<file path="src/sv/ssaw_pkg.sv">
// Shared types, constants and the detune offset table for the super saw oscillator.
// No dependencies; every other file of the block imports this package.
package ssaw_pkg;

  // Phase and sample widths.
  localparam int PHASE_W = 32;
  localparam int QUO_W = 32;

  // Configuration port layout and register indexes.
  localparam int CFG_IDX_W = 4;
  localparam int CFG_DATA_W = 16;
  localparam logic [CFG_IDX_W-1:0] REG_DETUNE = 4'd0;
  localparam logic [CFG_IDX_W-1:0] REG_MIX = 4'd1;

  // Unity in the 0.16 side weight format.
  localparam logic [16:0] M_ONE = 17'd65536;

  // The divider retires DIV_STEP quotient bits at a time until all QUO_W bits are formed.
  localparam int DIV_STEP = 4;
  localparam int DIV_CYC = QUO_W / DIV_STEP;
  localparam int DIV_CNT_W = $clog2(DIV_CYC);

  // Detune offsets in Q1.15, from the leftmost side saw to the rightmost one.
  localparam int OFF_W = 13;
  localparam logic signed [OFF_W-1:0] OFFSET_Q15 [7] = '{
    -13'sd3605, -13'sd2061, -13'sd640, 13'sd0, 13'sd652, 13'sd2037, 13'sd3521
  };

  // Controller states.
  typedef enum logic [2:0] {
    ST_IDLE,
    ST_SAWS,
    ST_MUL,
    ST_START,
    ST_DIV,
    ST_DONE
  } state_t;

  // Increment pipeline result: one detuned increment per valid cycle.
  typedef struct packed {
    logic               valid;
    logic [PHASE_W-1:0] inc;
  } incr_t;

  // Divider status towards the controller.
  typedef struct packed {
    logic             done;
    logic [QUO_W-1:0] quotient;
  } div_res_t;

  // Offset for a saw at signed distance d from the middle saw; saws farther
  // out than three places take the outermost offset on their side.
  function automatic logic signed [OFF_W-1:0] offset_q15(input logic signed [7:0] d);
    logic signed [7:0] dc;
    dc = d;
    if (dc < -8'sd3) begin
      dc = -8'sd3;
    end
    if (dc > 8'sd3) begin
      dc = 8'sd3;
    end
    return OFFSET_Q15[3'(dc + 8'sd3)];
  endfunction

endpackage

</file>
<file path="src/sv/ssaw_incr.sv">
// Two-stage pipeline that forms the detuned phase increment of one saw per
// cycle: detune factor, then base times factor, then saturation.
// Depends on ssaw_pkg.
module ssaw_incr #(
  parameter int SAW_COUNT = 7
) (
  input  logic                         clk,
  input  logic                         rst_n,
  input  logic                         issue,
  input  logic [$clog2(SAW_COUNT)-1:0] idx,
  input  logic [31:0]                  base,
  input  logic [15:0]                  detune,
  output ssaw_pkg::incr_t              res
);
  import ssaw_pkg::*;

  localparam int MID = SAW_COUNT / 2;

  logic                     v1_r;
  logic                     v2_r;
  logic [PHASE_W-1:0]       fac_r;
  logic [PHASE_W-1:0]       fac_nxt;
  logic [2*PHASE_W-1:0]     prod_r;
  logic [2*PHASE_W-1:0]     prod_nxt;
  logic signed [7:0]        rel_pos;
  logic signed [OFF_W-1:0]  off;
  logic signed [OFF_W+16:0] dprod;
  logic signed [33:0]       fac_sum;

  // Stage one: factor = 2^31 + detune * offset, always positive and below 2^32.
  always_comb begin
    rel_pos = 8'(idx) - 8'(MID);
    off = offset_q15(rel_pos);
    dprod = $signed({1'b0, detune}) * off;
    fac_sum = 34'sd2147483648 + 34'(dprod);
    fac_nxt = fac_sum[31:0];
  end

  // Stage two: full product of base and factor.
  always_comb begin
    prod_nxt = 64'(base) * 64'(fac_r);
  end

  always_ff @(posedge clk) begin
    if (!rst_n) begin
      v1_r <= 1'b0;
      v2_r <= 1'b0;
    end else begin
      v1_r <= issue;
      v2_r <= v1_r;
    end
  end

  always_ff @(posedge clk) begin
    fac_r <= fac_nxt;
    prod_r <= prod_nxt;
  end

  // Scale back by 2^31 and saturate to just under one cycle.
  always_comb begin
    res.valid = v2_r;
    res.inc = prod_r[63] ? '1 : prod_r[62:31];
  end

endmodule

</file>
<file path="config.mk">
export PLATFORM = sky130hd
export DESIGN_NAME = ssaw_incr
export DESIGN_NICKNAME = d
export VERILOG_FILES = /design/src/sv/ssaw_pkg.sv /design/src/sv/ssaw_incr.sv
export SDC_FILE = /design/constraint.sdc
export NUM_CORES = 2
export LEC_CHECK = 0
export BUFFER_PORTS_ARGS = -buffer_cell sky130_fd_sc_hd__buf_2
export CORE_UTILIZATION = 40
export DETAILED_ROUTE_END_ITERATION = 7
export HOLD_SLACK_MARGIN = 0.02
export PLACE_DENSITY = 0.64
export SLEW_MARGIN = 20
export SYNTH_ARGS = -nofsm -noshare
export SYNTH_HDL_FRONTEND = slang
export SYNTH_SLANG_ARGS = --single-unit
</file>
<file path="constraint.sdc">
create_clock -name clk -period 12.4 [get_ports clk]
set_input_delay 0.62 -clock clk [delete_from_list [all_inputs] [get_ports clk]]
set_output_delay 0.62 -clock clk [all_outputs]
set_load 0.01 [all_outputs]
</file>
==> impl_metrics.yaml <==
routing:
  wl_per_cell_um: 18.6
  routed_wl_um: 107000
  via_per_inst: 5.12
  drcViolationCount: 0
  vias: 29300
  drtAntennaViolNets: 0
  drt_pre_antenna_iters: 7
  drt_iter0_markers: 1759
floorplanning:
  dieArea_um2: 104000
  rows: 116
  core_region_area_um2: 101000
  io_pins: 87
  start_util: 0.406
  die_x_um: 322
  die_y_um: 322
sta:
  worst_slew_pin_slew_ns: 1.05
  setup_viol: 0
  period_share: 0.721
  finalCriticalPeriod_ns: 8.94
  finalHoldViolCount: 0
  maxSlewViolCount: 0
  rsz0062_at_grt: "no"
  max_freq_ghz: 0.112
  max_slew_margin: 0.302
  tns_ns: 0
  skew_ns: 0.0209
worst_setup_path:
  slowest_stage: "nor2b_1"
  crit_type: "input pin to flop"
  start_kind: "input pin"
  crit_top_cell: "fa_1"
  cpPeakStageDelay_ns: 0.87
  arrival_ns: 9.24
  cp.required_ns: 12.70
  crit_fanout: 18
  critPathCaptureType: "flop"
clock_network:
  clkSinkCount: 67
  numCtsBuffers: 9
  cts_setup_buffers: 0
  cts_tree: "built"
  cts_buffer_depth: 2
  cts-htree-levels: 3
  clk_pin_slew_ns: 0.07
  holdBufCountCts: 0
  cts_resized: 0
  clock-root-buffer: "clkbuf_16"
  clock_latency_ns: 0.38
hold_path:
  hold_path.class: "flop to flop"
layout:
  multi_input_area_um2: 34900
  fillCellCount: 10000
  seqCellArea_um2: 1360
  drive_gt1_frac: 0.0492
  fin_nets: 5843
  area_delta_synth_final_pct: 4.46
  finalNonFillerCells: 5729
grt:
  overflow: 0
  grt_pass1_vias: 32100
  grt_max_degree: 33
  grt_antenna_before_repair: 9
  track_usage: 0.217
  grt_pass1_wl_um: 175000
yosys:
  synthDistinctLibCells: 72
  syn_inst: 4469
  synth_edf_count: 0
  yosysMostFrequentCell: "fa_1"
  syn_area_um2: 40900
  syn_avg_cell_area_um2: 9.15
  syn-num-nets: 5948
  synth_common_cells: "1,049 x fa_1, 1,011 x inv_1, 730 x nand2_1, 509 x and2_1, 376 x ha_1"
  synthTopCellsByArea: "fa_1 51%, ha_1 11%, inv_1 9.3%, and2_1 7.8%, nand2_1 6.7%"
  synth_top_cell_by_area: "fa_1"
  ys_ff_latch: 67
  seq_area_frac_synth: 0.0328
  ys.flop_type: "dfxtp_1"
  synth_top_area_frac: 0.513
  ys_async_sr_fraction: 0
  yosysWarnings: 0
place:
  place.detailed.hpwl_um: 81000
  port_buffers: 86
  routabilityCongestion: 0.900
  dp_cells: 5710
job:
  maxCapViolCount: 0
outcome:
  outcome: "complete, no violations"
## cell usage in the layout, fill, tap and decap left out, types with 8 or more instances in the layout
cell / n
fa_1: 1049
inv_1: 1011
nand2_1: 730
and2_1: 509
ha_1: 376
buf_2: 86
a21oi_1: 76
a21o_1: 50
dfxtp_1: 50
nor2_1: 48
xnor2_1: 40
o21ai_0: 35
buf_4: 35
or2_2: 33
and3_1: 22
xor2_1: 21
dfxtp_2: 17
nand3_1: 16
a31oi_1: 14
o21bai_1: 12
nand4_1: 11
o21a_1: 10
o21ai_1: 9
nor2b_1: 9
clkbuf_16: 9
nand2b_1: 8
## critical path: cells and delay by family
family | cells | cell delay (ns)
and+or+nand+nor | 4 | 1.61
xor gates and xnor gates | 1 | 0.13
buffers and inverters | 5 | 0.38
adders and majority gates | 9 | 4.19
AOI/OAI and AO/OA | 9 | 2.29
## state kept, by name (all words and copies together) (netlist names)
signal	cells
prod_r	33
fac_r	32
v1_r	1
v2_r	1
## cell type report
type	instances	area share
diodes	3	0.000176
clock buffers	9	0.00527
flip-flops and latches	67	0.0319
well taps	1357	0.0397
inverters	1011	0.0888
repair buffers	121	0.0162
clock inverters	7	0.00179
multi-input cells	3154	0.816
## cells by family after synthesis
family | Yosys count | synth area share
muxes | 1 | 0.000275
and+or+nand+nor | 1411 | 0.168
AOI/OAI and AO/OA | 256 | 0.0424
xor gates and xnor gates | 61 | 0.0131
DFF | 67 | 0.0328
adders and majority gates | 1425 | 0.628
buffers and inverters | 1248 | 0.115
## stage by stage
step,setup WS (ns),utilization,hold slack [ns],cell area [um2]
floorplan,4.54,-,0.412,40900
global placement,3.36,0.421,0.418,42400
detailed placement,3.16,0.421,0.433,42400
CTS,3.56,0.424,0.424,42700
global route,2.92,0.424,0.436,42700
finish,3.46,0.424,0.441,42700
## path summary, 6_finish.rpt
kind,startpoint,end,slack (ns),depth (start not counted)
worst min-delay path,v1_r,v2_r,0.44,1
worst min register to register,v1_r,v2_r,0.44,1
worst max register to register,fac_r[6],prod_r[62],4.08,25
worst max-delay path,idx[0],fac_r[31],3.46,28
## layer usage
layer,track usage,vias to the layer above,share of wire
met5,0,-,0.00053
met4,0.0686,8,0.033
met3,0.0255,198,0.059
met2,0.369,918,0.49
met1,0.288,15400,0.42
li1,-,12800,-
Power is not shown: default switching activity piles up to over one toggle a cycle in this logic, so the estimate is an artifact.
