===== src/sv/ssaw_pkg.sv =====
// Shared types, constants and the detune offset table for the super saw oscillator.
// No dependencies; every other file of the block imports this package.
package ssaw_pkg;

  // Phase and sample widths.
  localparam int PHASE_W = 32;
  localparam int QUO_W = 32;

  // Configuration port layout and register indexes.
  localparam int CFG_IDX_W = 4;
  localparam int CFG_DATA_W = 16;
  localparam logic [CFG_IDX_W-1:0] REG_DETUNE = 4'd0;
  localparam logic [CFG_IDX_W-1:0] REG_MIX = 4'd1;

  // Unity in the 0.16 side weight format.
  localparam logic [16:0] M_ONE = 17'd65536;

  // The divider retires DIV_STEP quotient bits at a time until all QUO_W bits are formed.
  localparam int DIV_STEP = 4;
  localparam int DIV_CYC = QUO_W / DIV_STEP;
  localparam int DIV_CNT_W = $clog2(DIV_CYC);

  // Detune offsets in Q1.15, from the leftmost side saw to the rightmost one.
  localparam int OFF_W = 13;
  localparam logic signed [OFF_W-1:0] OFFSET_Q15 [7] = '{
    -13'sd3605, -13'sd2061, -13'sd640, 13'sd0, 13'sd652, 13'sd2037, 13'sd3521
  };

  // Controller states.
  typedef enum logic [2:0] {
    ST_IDLE,
    ST_SAWS,
    ST_MUL,
    ST_START,
    ST_DIV,
    ST_DONE
  } state_t;

  // Increment pipeline result: one detuned increment per valid cycle.
  typedef struct packed {
    logic               valid;
    logic [PHASE_W-1:0] inc;
  } incr_t;

  // Divider status towards the controller.
  typedef struct packed {
    logic             done;
    logic [QUO_W-1:0] quotient;
  } div_res_t;

  // Offset for a saw at signed distance d from the middle saw; saws farther
  // out than three places take the outermost offset on their side.
  function automatic logic signed [OFF_W-1:0] offset_q15(input logic signed [7:0] d);
    logic signed [7:0] dc;
    dc = d;
    if (dc < -8'sd3) begin
      dc = -8'sd3;
    end
    if (dc > 8'sd3) begin
      dc = 8'sd3;
    end
    return OFFSET_Q15[3'(dc + 8'sd3)];
  endfunction

endpackage


===== src/sv/ssaw_cell.sv =====
// One phase cell of the saw ring: holds one accumulator and takes its
// neighbour's value whenever the ring shifts. Depends on ssaw_pkg.
module ssaw_cell #(
  parameter logic [31:0] RESET_PHASE = 32'h0
) (
  input  logic        clk,
  input  logic        rst_n,
  input  logic        shift_en,
  input  logic [31:0] phase_in,
  output logic [31:0] phase_out
);
  import ssaw_pkg::*;

  logic [PHASE_W-1:0] phase_r;
  logic [PHASE_W-1:0] phase_nxt;

  // Take the neighbour's phase on a shift, otherwise hold.
  always_comb begin
    phase_nxt = shift_en ? phase_in : phase_r;
  end

  always_ff @(posedge clk) begin
    if (!rst_n) begin
      phase_r <= RESET_PHASE;
    end else begin
      phase_r <= phase_nxt;
    end
  end

  assign phase_out = phase_r;

endmodule


===== config.mk =====
export PLATFORM = sky130hd
export DESIGN_NAME = ssaw_cell
export DESIGN_NICKNAME = d
export VERILOG_FILES = /design/src/sv/ssaw_pkg.sv /design/src/sv/ssaw_cell.sv
export SDC_FILE = /design/constraint.sdc
export NUM_CORES = 1
export LEC_CHECK = 0
export ABC_CLOCK_PERIOD_IN_PS = 1300
export BUFFER_PORTS_ARGS = -buffer_cell sky130_fd_sc_hd__clkbuf_2
export CAP_MARGIN = 5
export CORE_ASPECT_RATIO = 0.6
export CORE_MARGIN = 4
export CORE_UTILIZATION = 43
export CTS_BUF_LIST = sky130_fd_sc_hd__clkbuf_16
export CTS_CLUSTER_DIAMETER = 40
export DETAILED_ROUTE_END_ITERATION = 16
export GPL_TIMING_DRIVEN = 0
export MAX_ROUTING_LAYER = met4
export PLACE_DENSITY = 0.81
export SLEW_MARGIN = 20
export SYNTH_ARGS = -nofsm -noshare
export SYNTH_HDL_FRONTEND = slang
export SYNTH_SLANG_ARGS = --single-unit

===== constraint.sdc =====
create_clock -name clk -period 1.3 [get_ports clk]
set_input_delay 0.39 -clock clk [delete_from_list [all_inputs] [get_ports clk]]
set_output_delay 0.39 -clock clk [all_outputs]
set_load 0.01 [all_outputs]

==> qor_table.md, run 1 <==
| Step | Result | This run |
| --- | --- | --- |
| final layout | Ratio of cells with drive above 1 in the final layout | 42.3% |
| drt | Number of antenna-violating nets in the routed design | 0 |
| placed design | Detailed placement HPWL | 2090 um |
| sta | Final setup vio count | 0 |
| critical path | Worst path required time | 0.91 ns |
| grt | Via count of the first global-routing pass | 989 |
| sta | Hold Vio Cnt, Final | 0 |
| final layout | Filler instances | 211 |
| critical path | CP Data Arrival Time | 0.74 ns |
| drt | Met3 WL | 162 um |
| power | Switching power of the nets | 519 uW |
| synth | Cell taking the most area after synthesis | dfxtp_1 |
| drt | Total vias in the final route | 908 |
| synth | Synth cell count leaders | dfxtp_1 (32), mux2i_1 (32), nor2b_1 (32) |
| min path | Class of the worst hold path | input pin to flop |
| final layout | Layout Cells excl Fill | 207 |
| die | Rows | 14 |
| die | Die H | 49.7 um |
| critical path | Highest fanout seen on the critical path | 2 |
| power | Share of total power consumed by net switching | 21.5% |
| sta | Final TNS setup | 0 ns |
| cts | Clock buffers created by TritonCTS | 5 |
| final layout | Total number of nets in the final design | 210 |
| grt | Pin count of the biggest net entering global routing | 11 |
| placed design | Gpl congestion | 0.651 |
| synth | Flop and latch count out of synthesis | 32 |
| sta | Final critical path time including I/O delays and setup | 1.13 ns |
| grt | Grt ovf | 0 |
| critical path | Crit. End Element | output pin |
| synth | Number of flops mapped to enable cells by yosys | 0 |
| synth | Post-Syn Instances | 103 |
| critical path | Slowest cell delay on critical path | 0.33 ns |
| cts | Post-CTS setup buffer count | 0 |
| synth | Cell variety after synth | 6 |
| drt | M1 WL | 1200 um |
| power | Power Internal | 1890 uW |
| final layout | Layout-stage area growth over the synthesis result | 40.0% |
| cts | Clock tree from TritonCTS | yes |
| drt | DR DRC count | 0 |
| power | Seq pwr share | 44.5% |
| die | Starting density of the core | 47.3% |
| flow run | Count of max-cap constraint violations | 0 |
| drt | Vias per cell | 4.39 |
| sta | Setup repair after global routing missed its margin | no |
| synth | Share of flip-flops with an asynchronous set or reset | 0% |
| sta | Max transition margin | 77.4% |
| drt | Total routed wirelength | 2590 um |
| drt | 1st-pass router iterations | 2 |
| drt | DRT iter0 DRCs | 4 |
| synth | Cell area after synthesis | 0.00124 sq mm |
| cts | Total of hold buffers inserted after clock tree synthesis | 0 |
| grt | Wire length of the first global-routing pass | 4310 um |
| power | Power density normalized to cell area | 1380 mW/mm^2 |
| synth | Synthesis warning total | 0 |
| drt | Wirelength per Cell | 12.5 um |
| power | Logic pwr share | 12.5% |
| cts | Worst skew pair latency | 0.26 ns |
| critical path | Cell with the largest stage delay on the worst path | dfxtp_1 |
| drt | Met2 WL | 1220 um |
| cts | Clock-pin slew on the worst setup and hold paths | 0.05 ns |
| final layout | Number of flip-flops in the largest register | 32 |
| sta | Transition time of the tightest slew-check pin | 0.339 ns |
| critical path | Startpoint kind of the worst setup timing path | flop |
| critical path | Buf+Inv Stages, Crit Path | 1 |
| sta | Max-slew violations | 0 |
| die | Placeable core region | 0.00263 sq mm |
| grt | Initial antenna violation count | 0 |
| status | Run status | finished clean |
| synth | Portion of synthesized cell area occupied by the leading cell type | 51.5% |
| placed design | # port buffers | 65 |
| critical path | Crit-path leading delay family | flip-flops |
| cts | Post-CTS Resized | 0 |
| drt | Highest routed metal layer | met4 |
| power | Proportion of power drawn by the clock network | 43.0% |
| cts | Longest Clk Path Bufs | 2 |
| final layout | Antenna diode count | 0 |
| power | Final total power | 2410 uW |
| synth | Average size of a mapped cell | 12.1 sq um |
| cts | Maximum level of the CTS H-tree | 2 |
| final layout | Post-route core utilization | 66.3% |
| placed design | Cells after DPL | 200 |
| synth | Post-synth top flop | dfxtp_1 |
| synth | Net Count, Synth | 138 |
| sta | Final clock skew | 0 ns |
| grt | Total track usage | 14.3% |
| power | Leak pwr | 0.000892 uW |
| synth | Top area cells in the synthesized netlist | dfxtp_1 (52%), mux2i_1 (26%), nor2b_1 (16%) |
| sta | Part of the cycle the worst path needs | 87.0% |
| die | Die Width | 77.4 um |
| cts | Count of clock tree sinks | 32 |
| synth | Proportion of synthesized chip area in sequential cells | 51.5% |
| die | Number of I/O pins | 67 |
| power | Maximum vdd drop | 0.734 mV |
| critical path | Startpoint-to-endpoint class of the critical path | flop to output pin |
| critical path | CP cell instances | clkbuf_2 |
| cts | Root Buffer | clkbuf_16 |
| die | Die Footprint | 0.00384 sq mm |
| sta | Maximum clock frequency | 884 MHz |
[logic make-up after synthesis]
family,count (synthesis),share of synthesized area (%)
flops,32,51.5
buf+inv,7,6.64
simple gates,32,16.1
mux,32,25.8
[layout by cell type, fill, tap and decap left out, drive strengths merged]
cell,synthesis,layout
clkbuf,3,73
mux2i,32,32
nor2b,32,32
dfxtp,32,32
buf,4,4
clkinv,0,2
[area by class of cell]
type	instances	area [sq um]	share of cell area (%)
multi-input cells	64	520	29.9
clock inverters	2	7.51	0.431
clock buffers	5	125	7.18
repair buffers	65	325	18.7
plain buffers	7	82.6	4.74
well taps	32	40.0	2.30
flip-flops and latches	32	641	36.8
[worst paths after layout]
path,slack (ns),from,endpoint,depth (start not counted)
setup / recovery,0.17,phase_out[29],phase_out[29],1
hold / removal,0.38,phase_in[1],phase_out[1],3
setup reg to reg,0.65,phase_out[31],phase_out[31],2
hold reg to reg,0.51,phase_out[0],phase_out[0],2
[per-layer routing]
layer / track usage [%] / vias up
met1: 16.1 / 391
met4: 3.55 / 0
met5: - / -
met3: 5.64 / 2
met2: 23.9 / 33
li1: - / 482
[power by group through the flow]
stage | clock network (uW) | logic (uW) | registers [uW]
finish | 1030 | 302 | 1070
global route | 1120 | 329 | 1080
CTS | 1070 | 306 | 1070
detailed placement | 0 | 305 | 1090
global placement | 0 | 296 | 1090
floorplan | 0 | 147 | 1120
[stage by stage]
stage | setup WS (ns) | hold slack (ns) | instance area, sq um
3_5_place_dp | 0.228 | 0.506 | 1610
6_report | 0.168 | 0.384 | 1740
4_1_cts | 0.158 | 0.382 | 1740
2_1_floorplan | 0.322 | 0.518 | 1240
3_3_place_gp | 0.270 | 0.495 | 1610
5_1_grt | 0.120 | 0.394 | 1740
[worst reg2reg max path, delay by kind of cell, from the launching register on]
family           cells  cell delay (ns)
flip-flops           1             0.31
AND/OR/NAND/NOR      1             0.06
multiplexers         1             0.16
Note: power is estimated with default switching activity, not from simulation.
==> run 2, diff against run 1 <==
Settings changed: CORE_ASPECT_RATIO 0.6 to 0.9.
==> qor_table.md, run 2 (synthesized netlist as in run 1, its figures left out) <==
| Step | Result | This run |
| --- | --- | --- |
| status | Run status | finished clean |
| die | Die H | 59.0 um |
| cts | Clock tree from TritonCTS | yes |
| grt | Total track usage | 16.3% |
| grt | Initial antenna violation count | 0 |
| sta | Final critical path time including I/O delays and setup | 1.14 ns |
| cts | Worst skew pair latency | 0.27 ns |
| final layout | Layout Cells excl Fill | 216 |
| power | Leak pwr | 0.000898 uW |
| cts | Count of clock tree sinks | 32 |
| critical path | Cell with the largest stage delay on the worst path | dfxtp_1 |
| flow run | Count of max-cap constraint violations | 0 |
| drt | Total routed wirelength | 2600 um |
| final layout | Ratio of cells with drive above 1 in the final layout | 43.2% |
| cts | Post-CTS Resized | 0 |
| die | Die Width | 64.7 um |
| critical path | Crit-path leading delay family | flip-flops |
| grt | Global-route track usage on met1 | 17.1% |
| placed design | Detailed placement HPWL | 2070 um |
| grt | Met2 track demand over resource in global routing | 26.8% |
| drt | DR DRC count | 0 |
| drt | Vias per cell | 4.39 |
| placed design | Gpl congestion | 0.669 |
| die | Die Footprint | 0.00382 sq mm |
| critical path | CP cell instances | clkbuf_2 |
| placed design | Minimum setup slack after placement | 0.192 ns |
| sta | Final clock skew | 0 ns |
| sta | Transition time of the tightest slew-check pin | 0.317 ns |
| sta | Part of the cycle the worst path needs | 87.7% |
| grt | Pin count of the biggest net entering global routing | 11 |
| drt | Wirelength per Cell | 12.0 um |
| die | Placeable core region | 0.00275 sq mm |
| cts | Clock buffers created by TritonCTS | 5 |
| critical path | Crit. End Element | output pin |
| die | Starting density of the core | 45.3% |
| sta | Hold Vio Cnt, Final | 0 |
| sta | WHS | 0.381 ns |
| final layout | Layout-stage area growth over the synthesis result | 41.3% |
| critical path | Total number of cells along the worst setup path | 1 |
| die | Rows | 18 |
| cts | Post-CTS setup buffer count | 0 |
| drt | 1st-pass router iterations | 2 |
| critical path | Startpoint-to-endpoint class of the critical path | flop to output pin |
| sta | Max-slew violations | 0 |
| power | Maximum vdd drop | 0.946 mV |
| final layout | Filler instances | 241 |
| final layout | Total number of nets in the final design | 210 |
| sta | Final setup slack of the worst path | 0.160 ns |
| min path | Worst Hold Depth | 3 |
| power | Final total power | 2440 uW |
| grt | Via count of the first global-routing pass | 994 |
| min path | Worst Hold End | phase_out[12] |
| cts | Longest Clk Path Bufs | 2 |
| cts | Clock-pin slew on the worst setup and hold paths | 0.05 ns |
| critical path | Startpoint kind of the worst setup timing path | flop |
| final layout | Top library cells by usage in the layout, fill and taps aside | clkbuf_2 (65), mux2i_1 (32), nor2b_1 (32), dfxtp_1 (32), clkbuf_16 (5) |
| critical path | Worst path required time | 0.91 ns |
| sta | Final TNS setup | 0 ns |
| cts | Maximum level of the CTS H-tree | 2 |
| sta | Maximum clock frequency | 877 MHz |
| die | Number of I/O pins | 67 |
| final layout | Antenna diode count | 0 |
| min path | HP Start | phase_in[12] |
| placed design | # port buffers | 65 |
| critical path | Worst r2r src | phase_out[15] |
| critical path | CP Data Arrival Time | 0.75 ns |
| critical path | Internal reg-to-reg setup slack | 0.67 ns |
| final layout | Commonest non-fill, non-tap cell in the layout | clkbuf_2 |
| critical path | Slowest cell delay on critical path | 0.34 ns |
| cts | Root Buffer | clkbuf_16 |
| cts | Total of hold buffers inserted after clock tree synthesis | 0 |
| critical path | Highest fanout seen on the critical path | 2 |
| sta | Final setup vio count | 0 |
| final layout | Number of flip-flops in the largest register | 32 |
| drt | DRT iter0 DRCs | 22 |
| grt | Busiest layer in global routing | met2 |
| grt | Grt ovf | 0 |
| grt | Wire length of the first global-routing pass | 4480 um |
| drt | Total vias in the final route | 949 |
| critical path | Reg2reg end | phase_out[15] |
| placed design | Cells after DPL | 208 |
| critical path | Path depth of the worst reg2reg path | 2 |
| drt | Number of antenna-violating nets in the routed design | 0 |
| critical path | Buf+Inv Stages, Crit Path | 1 |
| sta | Setup repair after global routing missed its margin | no |
| power | Power density normalized to cell area | 1390 mW/mm^2 |
| min path | Class of the worst hold path | input pin to flop |
| grt | Met3 layer usage reported by global route | 6.26% |
| sta | Max transition margin | 78.9% |
run 2: cell types whose count changed in the layout (fill, tap and decap cells not counted):
cell and delta:
clkinv_2 +2, clkinv_1 -1
run 2: layer usage:
layer,vias up,wire length (um)
li1,480,-
met2,36,1320
met5,-,0
met1,427,1030
met3,6,202
met4,0,48
run 2: metrics by stage:
stage | utilization [%] | cell area (sq um)
after detailed placement | 58.9 | 1620
after floorplan | - | 1240
after CTS | 64.0 | 1760
after global placement | 58.9 | 1620
after global routing | 64.0 | 1760
final | 64.0 | 1760
run 2: cell type report:
class	count	area [sq um]	area share, %
buffer	7	82.6	4.70
clock buffer	5	125	7.12
clock inverter	3	13.8	0.783
timing repair buffer	65	325	18.5
tap	40	50.0	2.85
sequential	32	641	36.4
multi-input combinational	64	520	29.6
run 2: worst max path at each step:
stage                        startpoint            end
after floorplan                shift_en   phase_out[0]
after global placement            rst_n  phase_out[12]
after detailed placement          rst_n  phase_out[13]
after CTS                  phase_out[6]   phase_out[6]
after global routing      phase_out[13]  phase_out[13]
final                      phase_out[6]   phase_out[6]
run 2: power breakdown:
group	total, uW	internal (uW)	leakage (uW)	switching, uW
combinational	302	167	0.000563	135
clock	1070	692	0.0000710	373
sequential	1070	1040	0.000264	29.8
