<file path="config.mk">
export PLATFORM = sky130hd
export DESIGN_NAME = ssaw_div
export DESIGN_NICKNAME = d
export VERILOG_FILES = /design/src/sv/ssaw_pkg.sv /design/src/sv/ssaw_div.sv
export SDC_FILE = /design/constraint.sdc
export NUM_CORES = 1
export LEC_CHECK = 0
export ABC_AREA = 1
export BUFFER_PORTS_ARGS = -buffer_cell sky130_fd_sc_hd__buf_2
export CAP_MARGIN = 30
export CORE_ASPECT_RATIO = 1.75
export CORE_MARGIN = 4
export CORE_UTILIZATION = 67
export CTS_BUF_LIST = sky130_fd_sc_hd__clkbuf_2
export DETAILED_ROUTE_END_ITERATION = 7
export PLACE_DENSITY = 0.88
export SLEW_MARGIN = 20
export SYNTH_ARGS = -nofsm -noshare
export SYNTH_HDL_FRONTEND = slang
export SYNTH_SLANG_ARGS = --single-unit
</file>
<file path="constraint.sdc">
create_clock -name clk -period 13.44 [get_ports clk]
set_clock_uncertainty 0.15 [all_clocks]
set_input_delay 2.016 -clock clk [delete_from_list [all_inputs] [get_ports clk]]
set_output_delay 2.016 -clock clk [all_outputs]
set_load 0.01 [all_outputs]
</file>
<file path="src/sv/ssaw_pkg.sv">
// Shared types, constants and the detune offset table for the super saw oscillator.
// No dependencies; every other file of the block imports this package.
package ssaw_pkg;

  // Phase and sample widths.
  localparam int PHASE_W = 32;
  localparam int QUO_W = 32;

  // Configuration port layout and register indexes.
  localparam int CFG_IDX_W = 4;
  localparam int CFG_DATA_W = 16;
  localparam logic [CFG_IDX_W-1:0] REG_DETUNE = 4'd0;
  localparam logic [CFG_IDX_W-1:0] REG_MIX = 4'd1;

  // Unity in the 0.16 side weight format.
  localparam logic [16:0] M_ONE = 17'd65536;

  // The divider retires DIV_STEP quotient bits at a time until all QUO_W bits are formed.
  localparam int DIV_STEP = 4;
  localparam int DIV_CYC = QUO_W / DIV_STEP;
  localparam int DIV_CNT_W = $clog2(DIV_CYC);

  // Detune offsets in Q1.15, from the leftmost side saw to the rightmost one.
  localparam int OFF_W = 13;
  localparam logic signed [OFF_W-1:0] OFFSET_Q15 [7] = '{
    -13'sd3605, -13'sd2061, -13'sd640, 13'sd0, 13'sd652, 13'sd2037, 13'sd3521
  };

  // Controller states.
  typedef enum logic [2:0] {
    ST_IDLE,
    ST_SAWS,
    ST_MUL,
    ST_START,
    ST_DIV,
    ST_DONE
  } state_t;

  // Increment pipeline result: one detuned increment per valid cycle.
  typedef struct packed {
    logic               valid;
    logic [PHASE_W-1:0] inc;
  } incr_t;

  // Divider status towards the controller.
  typedef struct packed {
    logic             done;
    logic [QUO_W-1:0] quotient;
  } div_res_t;

  // Offset for a saw at signed distance d from the middle saw; saws farther
  // out than three places take the outermost offset on their side.
  function automatic logic signed [OFF_W-1:0] offset_q15(input logic signed [7:0] d);
    logic signed [7:0] dc;
    dc = d;
    if (dc < -8'sd3) begin
      dc = -8'sd3;
    end
    if (dc > 8'sd3) begin
      dc = 8'sd3;
    end
    return OFFSET_Q15[3'(dc + 8'sd3)];
  endfunction

endpackage

</file>
<file path="src/sv/ssaw_div.sv">
// Signed divider for the mix normalisation: restoring division of the
// magnitude, DIV_STEP quotient bits per cycle. Depends on ssaw_pkg.
module ssaw_div #(
  parameter int NUM_W = 72,
  parameter int DEN_W = 21
) (
  input  logic                    clk,
  input  logic                    rst_n,
  input  logic                    start,
  input  logic signed [NUM_W-1:0] num,
  input  logic [DEN_W-1:0]        den,
  output ssaw_pkg::div_res_t      res
);
  import ssaw_pkg::*;

  logic                 busy_r;
  logic                 busy_nxt;
  logic                 done_r;
  logic                 done_nxt;
  logic [DIV_CNT_W-1:0] cnt_r;
  logic [DIV_CNT_W-1:0] cnt_nxt;
  logic [DEN_W-1:0]     rem_r;
  logic [DEN_W-1:0]     rem_nxt;
  logic [QUO_W-1:0]     q_r;
  logic [QUO_W-1:0]     q_nxt;
  logic [DEN_W-1:0]     den_r;
  logic [DEN_W-1:0]     den_nxt;
  logic                 neg_r;
  logic                 neg_nxt;
  logic [NUM_W-1:0]     mag;

  // The weighted mean never leaves the q31 range, so the magnitude is below
  // den * 2^32 and the upper part fits the remainder register.
  always_comb begin
    mag = num[NUM_W-1] ? (~num + NUM_W'(1)) : num;
  end

  // Control and datapath of the iteration.
  always_comb begin
    logic [DEN_W-1:0] r;
    logic [QUO_W-1:0] q;
    logic [DEN_W:0]   r2;
    busy_nxt = busy_r;
    done_nxt = 1'b0;
    cnt_nxt = cnt_r;
    rem_nxt = rem_r;
    q_nxt = q_r;
    den_nxt = den_r;
    neg_nxt = neg_r;
    r = rem_r;
    q = q_r;
    r2 = '0;
    if (start) begin
      busy_nxt = 1'b1;
      cnt_nxt = '0;
      rem_nxt = mag[QUO_W +: DEN_W];
      q_nxt = mag[QUO_W-1:0];
      den_nxt = den;
      neg_nxt = num[NUM_W-1];
    end else if (busy_r) begin
      for (int k = 0; k < DIV_STEP; k++) begin
        r2 = {r, q[QUO_W-1]};
        q = {q[QUO_W-2:0], 1'b0};
        if (r2 >= {1'b0, den_r}) begin
          r2 = r2 - {1'b0, den_r};
          q[0] = 1'b1;
        end
        r = r2[DEN_W-1:0];
      end
      rem_nxt = r;
      q_nxt = q;
      cnt_nxt = cnt_r + DIV_CNT_W'(1);
      if (cnt_r == DIV_CNT_W'(DIV_CYC - 1)) begin
        busy_nxt = 1'b0;
        done_nxt = 1'b1;
      end
    end
  end

  always_ff @(posedge clk) begin
    if (!rst_n) begin
      busy_r <= 1'b0;
      done_r <= 1'b0;
      cnt_r <= '0;
    end else begin
      busy_r <= busy_nxt;
      done_r <= done_nxt;
      cnt_r <= cnt_nxt;
    end
  end

  always_ff @(posedge clk) begin
    rem_r <= rem_nxt;
    q_r <= q_nxt;
    den_r <= den_nxt;
    neg_r <= neg_nxt;
  end

  // Quotient truncated toward zero; it stays valid until the next start.
  always_comb begin
    res.done = done_r;
    res.quotient = neg_r ? (~q_r + QUO_W'(1)) : q_r;
  end

endmodule

</file>
==> results of run 1 <==
## per-stage QoR
| stage | cell area, sq um | setup slack (ns) | util |
|---|---|---|---|
| after floorplan | 10830 | 5.564 | - |
| after global placement | 11450 | 2.693 | 0.7212 |
| after detailed placement | 11450 | 2.538 | 0.7212 |
| after CTS | 11600 | 2.510 | 0.7307 |
| after global routing | 11610 | 1.399 | 0.7312 |
| final | 11610 | 2.044 | 0.7312 |
## layout make-up
type,count,area share
timing repair buffer,114,0.05001
antenna,1,0.0002156
sequential,80,0.2026
clock buffer,9,0.003880
inverter,210,0.06812
multi-input combinational,1338,0.6456
clock inverter,7,0.009161
tap,189,0.02037
## per-layer routing
metal,part of all wire,GRT usage,up-vias
li1,-,-,5728
met1,0.30,0.3478,5417
met2,0.51,0.7720,617
met3,0.064,0.06769,259
met4,0.13,0.4354,0
met5,0,0,-
## worst max-delay path by stage
stage,startpoint,to,slack [ns]
after floorplan,q_r[31],rem_r[13],5.56
after CTS,q_r[31],rem_r[18],2.51
after global routing,q_r[31],rem_r[14],1.40
final,q_r[31],rem_r[18],2.04
after detailed placement,q_r[31],rem_r[18],2.54
after global placement,q_r[31],rem_r[18],2.69
## cell families after synthesis
kind of cell	Yosys count	share of synthesized area
compound gates	292	0.1469
xor+xnor	128	0.1036
fa+ha+maj	92	0.1091
buf+inv	245	0.09096
flops	80	0.2173
simple gates	826	0.3322
## cells in the final DEF (no fill, tap or decap), types with 27 or more instances in the layout
cell        n
nand4_1    35
a21oi_1   112
ha_1       88
edfxtp_1   75
nor2_1    145
nand2_1   464
xor2_1     78
xnor2_1    50
inv_1     202
nand3_1    95
nor3_1     27
o21ai_0   122
buf_2     110
## critical path: cells and delay by family (launching register included)
kind | cells | cell delay (ns)
flip-flops | 1 | 0.48
buffers and inverters | 6 | 1.52
adder cells (fa/ha/maj) | 5 | 1.84
AO/OA/AOI/OAI | 11 | 2.72
AND/OR/NAND/NOR | 29 | 4.42
## registers in the layout (all words and copies together), names as in the netlist
register / cells
neg_r: 1
cnt_r: 3
rem_r: 21
q_r: 32
den_r: 21
done_r: 1
busy_r: 1
==> results by group, run 1 <==
Timing
  • Hold WS: approximately 0.33 ns
  • Final Setup Violations: 0
  • Fin Setup TNS: 0 ns
  • Minimum clock period: around 11 ns
  • Worst slew pin tran: 0.7974 ns
  • Relative slew slack: 0.4684
  • FMAX: just under 0.09 GHz
  • Final hold vios: 0
  • RSZ-0062 raised after global routing: false
  • Tcrit/Tclk final: 0.8479
  • Fin. max-slew vios: 0

Logic synthesis
  • Net Count, Synth: between 1,500 and 2,000
  • Top cells by area, synth: edfxtp_1, nand2_1, ha_1
  • Synth top area share: 0.2080
  • Synth warnings: 0
  • Distinct cell type count after synthesis: 51
  • Cell taking the most area after synthesis: edfxtp_1
  • Most used DFF post-synth: edfxtp_1
  • Most frequent cell after synthesis: nand2_1
  • Post-Syn Area: 10,830 sq um
  • FF+latch count, synth: 80
  • Synth Instances: about 1,700
  • Ys async rst share: 0
  • Top post-synthesis cells by count: nand2_1, inv_1, nor2_1
  • Sequential area share after synthesis: 0.2173
  • EDFF count, synth: 75
  • Syn avg cell area: ~6.5 sq um

Routing
  • ANT nets after route: 0
  • Drc violations: 0
  • Vias per cell: about 6.2
  • Wirelength, routed: approximately 38 mm
  • Vias: between 10,000 and 15,000
  • Avg WL per Cell: between 15 and 20 um
  • First-pass DRT Iterations: 7
  • Initial DRC Count: between 700 and 800

Critical path
  • Crit. End Element: flop
  • WP data arrival: 11.63 ns
  • Worst path max stage delay: around 0.59 ns
  • Worst r2r path cells: 51
  • RR Startpoint: q_r[31]
  • Reg-to-reg slack, setup: 2.04 ns
  • Crit path top cell by count: nand2_1
  • CP max stage cell: a21oi_2
  • Max Fanout on Critical Path: 27
  • CP startpoint kind: flop
  • Critical path class: flop to flop
  • Reg2reg end: rem_r[18]
  • Critical Path RT: roughly 14 ns

Clocking
  • Clk_lat worst skew: 0.60 ns
  • CTS tree: done
  • Clk sinks: 80
  • Clk pin slew, worst setup/hold paths: 0.27 ns
  • Setup Fix Bufs, Post-CTS: 0
  • # H-tree levels: 3
  • Clk root buf: clkbuf_2
  • Cts hold-fix bufs: 0
  • Post-cts gate resize count: 0
  • TritonCTS Buffers: 9
  • Clock Path Buffers: 2

Global route
  • Vias in the first global route: ~12,000
  • GRT Total Usage: 0.4121
  • Initial antenna violation count: 2
  • Total global routing overflow: 0
  • Pin count of the biggest net entering global routing: 71
  • First-pass GRT wire length: 58.99 mm

Cells and area
  • Multi-input gate area: 7495 sq um
  • Post-layout nets: between 1,500 and 2,000
  • Post-Layout Cell Count: ~1,900
  • Flip-flop and latch area: 2352 sq um
  • Share of cells above drive strength 1: 0.09784
  • Area Overhead vs Synth: 7.235%
  • Fill count: around 1,400

Worst hold path
  • HP Start: cnt_r[2]
  • Hold crit path type: flop to flop
  • Worst hold stages: 2
  • Hold Path Sink: cnt_r[2]

Placed design
  • Placed cell count: 1,931
  • Buffers on Ports: 110
  • Global placement routability congestion: roughly 1.1
  • Post-DP HPWL: about 31 mm

Die
  • Total I/O pin count: roughly 130
  • # rows: between 60 and 70
  • Die area: 18,330 sq um
  • Initial Util: 0.6819
  • CORE AREA: ~16,000 sq um
  • Die height: about 180 um
  • Die Span X: 104.1 um

Job
  • MaxCap Viol Count: 0

Status
  • Status: complete, no violations
Power of run 1 is left out: the tool's default activity adds up to more than one toggle a clock period on the data nets, which glitch-free logic cannot reach.
==> inputs of run 2 (changes only) <==
--- a/config.mk
+++ b/config.mk
@@ -10,10 +10,10 @@
 export CAP_MARGIN = 30
 export CORE_ASPECT_RATIO = 1.75
 export CORE_MARGIN = 4
-export CORE_UTILIZATION = 67
+export CORE_UTILIZATION = 56
 export CTS_BUF_LIST = sky130_fd_sc_hd__clkbuf_2
 export DETAILED_ROUTE_END_ITERATION = 7
-export PLACE_DENSITY = 0.88
+export PLACE_DENSITY = 0.78
 export SLEW_MARGIN = 20
 export SYNTH_ARGS = -nofsm -noshare
 export SYNTH_HDL_FRONTEND = slang
==> constraint.sdc (replaced) <==
create_clock -name clk -period 9.7 [get_ports clk]
set_clock_uncertainty 0.15 [all_clocks]
set_input_delay 1.455 -clock clk [delete_from_list [all_inputs] [get_ports clk]]
set_output_delay 1.455 -clock clk [all_outputs]
set_load 0.01 [all_outputs]
==> run 2 against run 1 <==
Maximum frequency rose by 26%; non-clock buffer count rose by 220; highest routed layer unchanged; first-iteration DRC count rose by 22%; sequential cell count did not move; setup slack got worse by 1.4 ns; wire length rose by 6.1%.
==> results by group, run 2 (synthesis results as in run 1) <==
Global route
  • GRT Total Usage: 0.3782
  • Initial antenna violation count: 1
  • Gr busiest metal: met2
  • Pin count of the biggest net entering global routing: 54
  • Met3 Track Usage GR: 0.05328
  • M1 GR Usage: 0.3366
  • GRT met2 Usage: 0.7142
  • First-pass GRT wire length: ~64 mm
  • Vias in the first global route: about 13,000
  • Total global routing overflow: 0

Cells and area
  • Share of cells above drive strength 1: 0.2017
  • Max reg flops: 32
  • Post-Layout Cell Count: ~2,200
  • Most frequent cells in the layout: nand2_1, buf_4, inv_1
  • Util after Layout: 0.6993
  • Largest Register: q_r
  • Area Overhead vs Synth: 23.47%
  • Regs by FF count: q_r x32, den_r x21, rem_r x21
  • Fill count: between 1,500 and 2,000
  • Post-layout nets: around 2,200
  • Most common cell after layout, fill and taps aside: nand2_1

Critical path
  • RR Startpoint: q_r[31]
  • Worst path max stage delay: approximately 0.54 ns
  • Crit. End Element: flop
  • Crit path top cell by count: nand2_1
  • CP startpoint: q_r[31]
  • WP data arrival: approximately 9.3 ns
  • Max Fanout on Critical Path: 16
  • CP startpoint kind: flop
  • CP max stage cell: edfxtp_1
  • Critical Path RT: ~10 ns
  • Critical path class: flop to flop

Placed design
  • Post-DP HPWL: 33.94 mm
  • Global placement routability congestion: roughly 1
  • Placed cell count: approximately 2,200
  • Buffers on Ports: between 100 and 150

Routing
  • First-pass DRT Iterations: 8
  • Wirelength, routed: 40.71 mm
  • Initial DRC Count: a little under 1,000
  • Drc violations: 0
  • Vias per cell: 5.683
  • Vias: approximately 13,000
  • Avg WL per Cell: between 15 and 20 um
  • ANT nets after route: 0

Clocking
  • Clk_lat worst skew: ~0.62 ns
  • Clock Path Buffers: 2
  • Clk pin slew, worst setup/hold paths: about 0.22 ns
  • Clk sinks: 80
  • # H-tree levels: 3
  • Clk root buf: clkbuf_2
  • Cts hold-fix bufs: 0
  • TritonCTS Buffers: 9
  • CTS tree: done

Die
  • Die height: around 190 um
  • Total I/O pin count: around 130
  • Initial Util: 0.5664
  • # rows: 67
  • Die Span X: around 110 um
  • CORE AREA: about 19,000 sq um
  • Die area: approximately 22,000 sq um

Worst hold path
  • HP Start: cnt_r[1]
  • Hold crit path type: flop to flop

Timing
  • Fin. max-slew vios: 0
  • Final Setup Violations: 0
  • Tcrit/Tclk final: 0.9299
  • Final hold vios: 0
  • FMAX: 0.1109 GHz
  • Minimum clock period: roughly 9 ns
  • Relative slew slack: 0.3826
  • Worst slew pin tran: 0.9177 ns
  • Hold WS: between 0.3 and 0.4 ns

Status
  • Status: complete, no violations

Job
  • MaxCap Viol Count: 0
[run 2: cell types whose count changed in the layout (fill, tap and decap cells not counted), moves of 3 or more]
cell	delta
a21oi_1	-4
a21oi_2	+4
buf_12	+4
buf_4	+216
clkinvlp_4	+3
inv_6	-3
o21ai_0	-8
o21ai_1	+8
[run 2: metal layers]
layer  part of all wire  wire length, um
met2               0.52            21250
met1               0.32            12890
met5                  0                0
met3              0.053             2174
met4               0.11             4400
[run 2: final timing paths]
| kind | end | slack, ns | cells past startpoint |
|---|---|---|---|
| min reg2reg | cnt_r[1] | 0.34 | 2 |
| max | rem_r[16] | 0.68 | 59 |
| max reg2reg | rem_r[16] | 0.68 | 59 |
| min | cnt_r[1] | 0.34 | 2 |
[run 2: area by class of cell]
cell class	count	area, sq um	area share
multi-input cells	1338	7522	0.5628
flip-flops and latches	80	2352	0.1760
well taps	241	301.5	0.02256
clock buffers	11	55.05	0.004119
repair buffers	334	2282	0.1707
clock inverters	5	57.56	0.004306
inverters	210	793.3	0.05935
diodes	1	2.502	0.0001872
[run 2: repair_timing]
action | in CTS | in global routing
resized for setup | 0 | 18
setup endpoints to repair | 0 | 22
setup buffers | 0 | 2
[run 2: per-stage QoR]
| step | setup TNS, ns | setup slack, ns | instance area, sq um |
|---|---|---|---|
| 2_1_floorplan | 0 | 1.824 | 10830 |
| 3_3_place_gp | 0 | 0.7389 | 13200 |
| 3_5_place_dp | 0 | 0.6411 | 13200 |
| 4_1_cts | 0 | 0.5802 | 13310 |
| 5_1_grt | -0.006717 | -0.003896 | 13370 |
| 6_report | 0 | 0.6800 | 13370 |
[run 2: critical path, delay by kind of cell (launching register included)]
| kind | cells | cell delay [ns] |
|---|---|---|
| compound gates | 11 | 1.92 |
| fa+ha+maj | 5 | 1.53 |
| flops | 1 | 0.54 |
| buf+inv | 11 | 1.48 |
| simple gates | 31 | 2.99 |
| xor+xnor | 1 | 0.18 |
Power of run 2 is left out for the same reason.
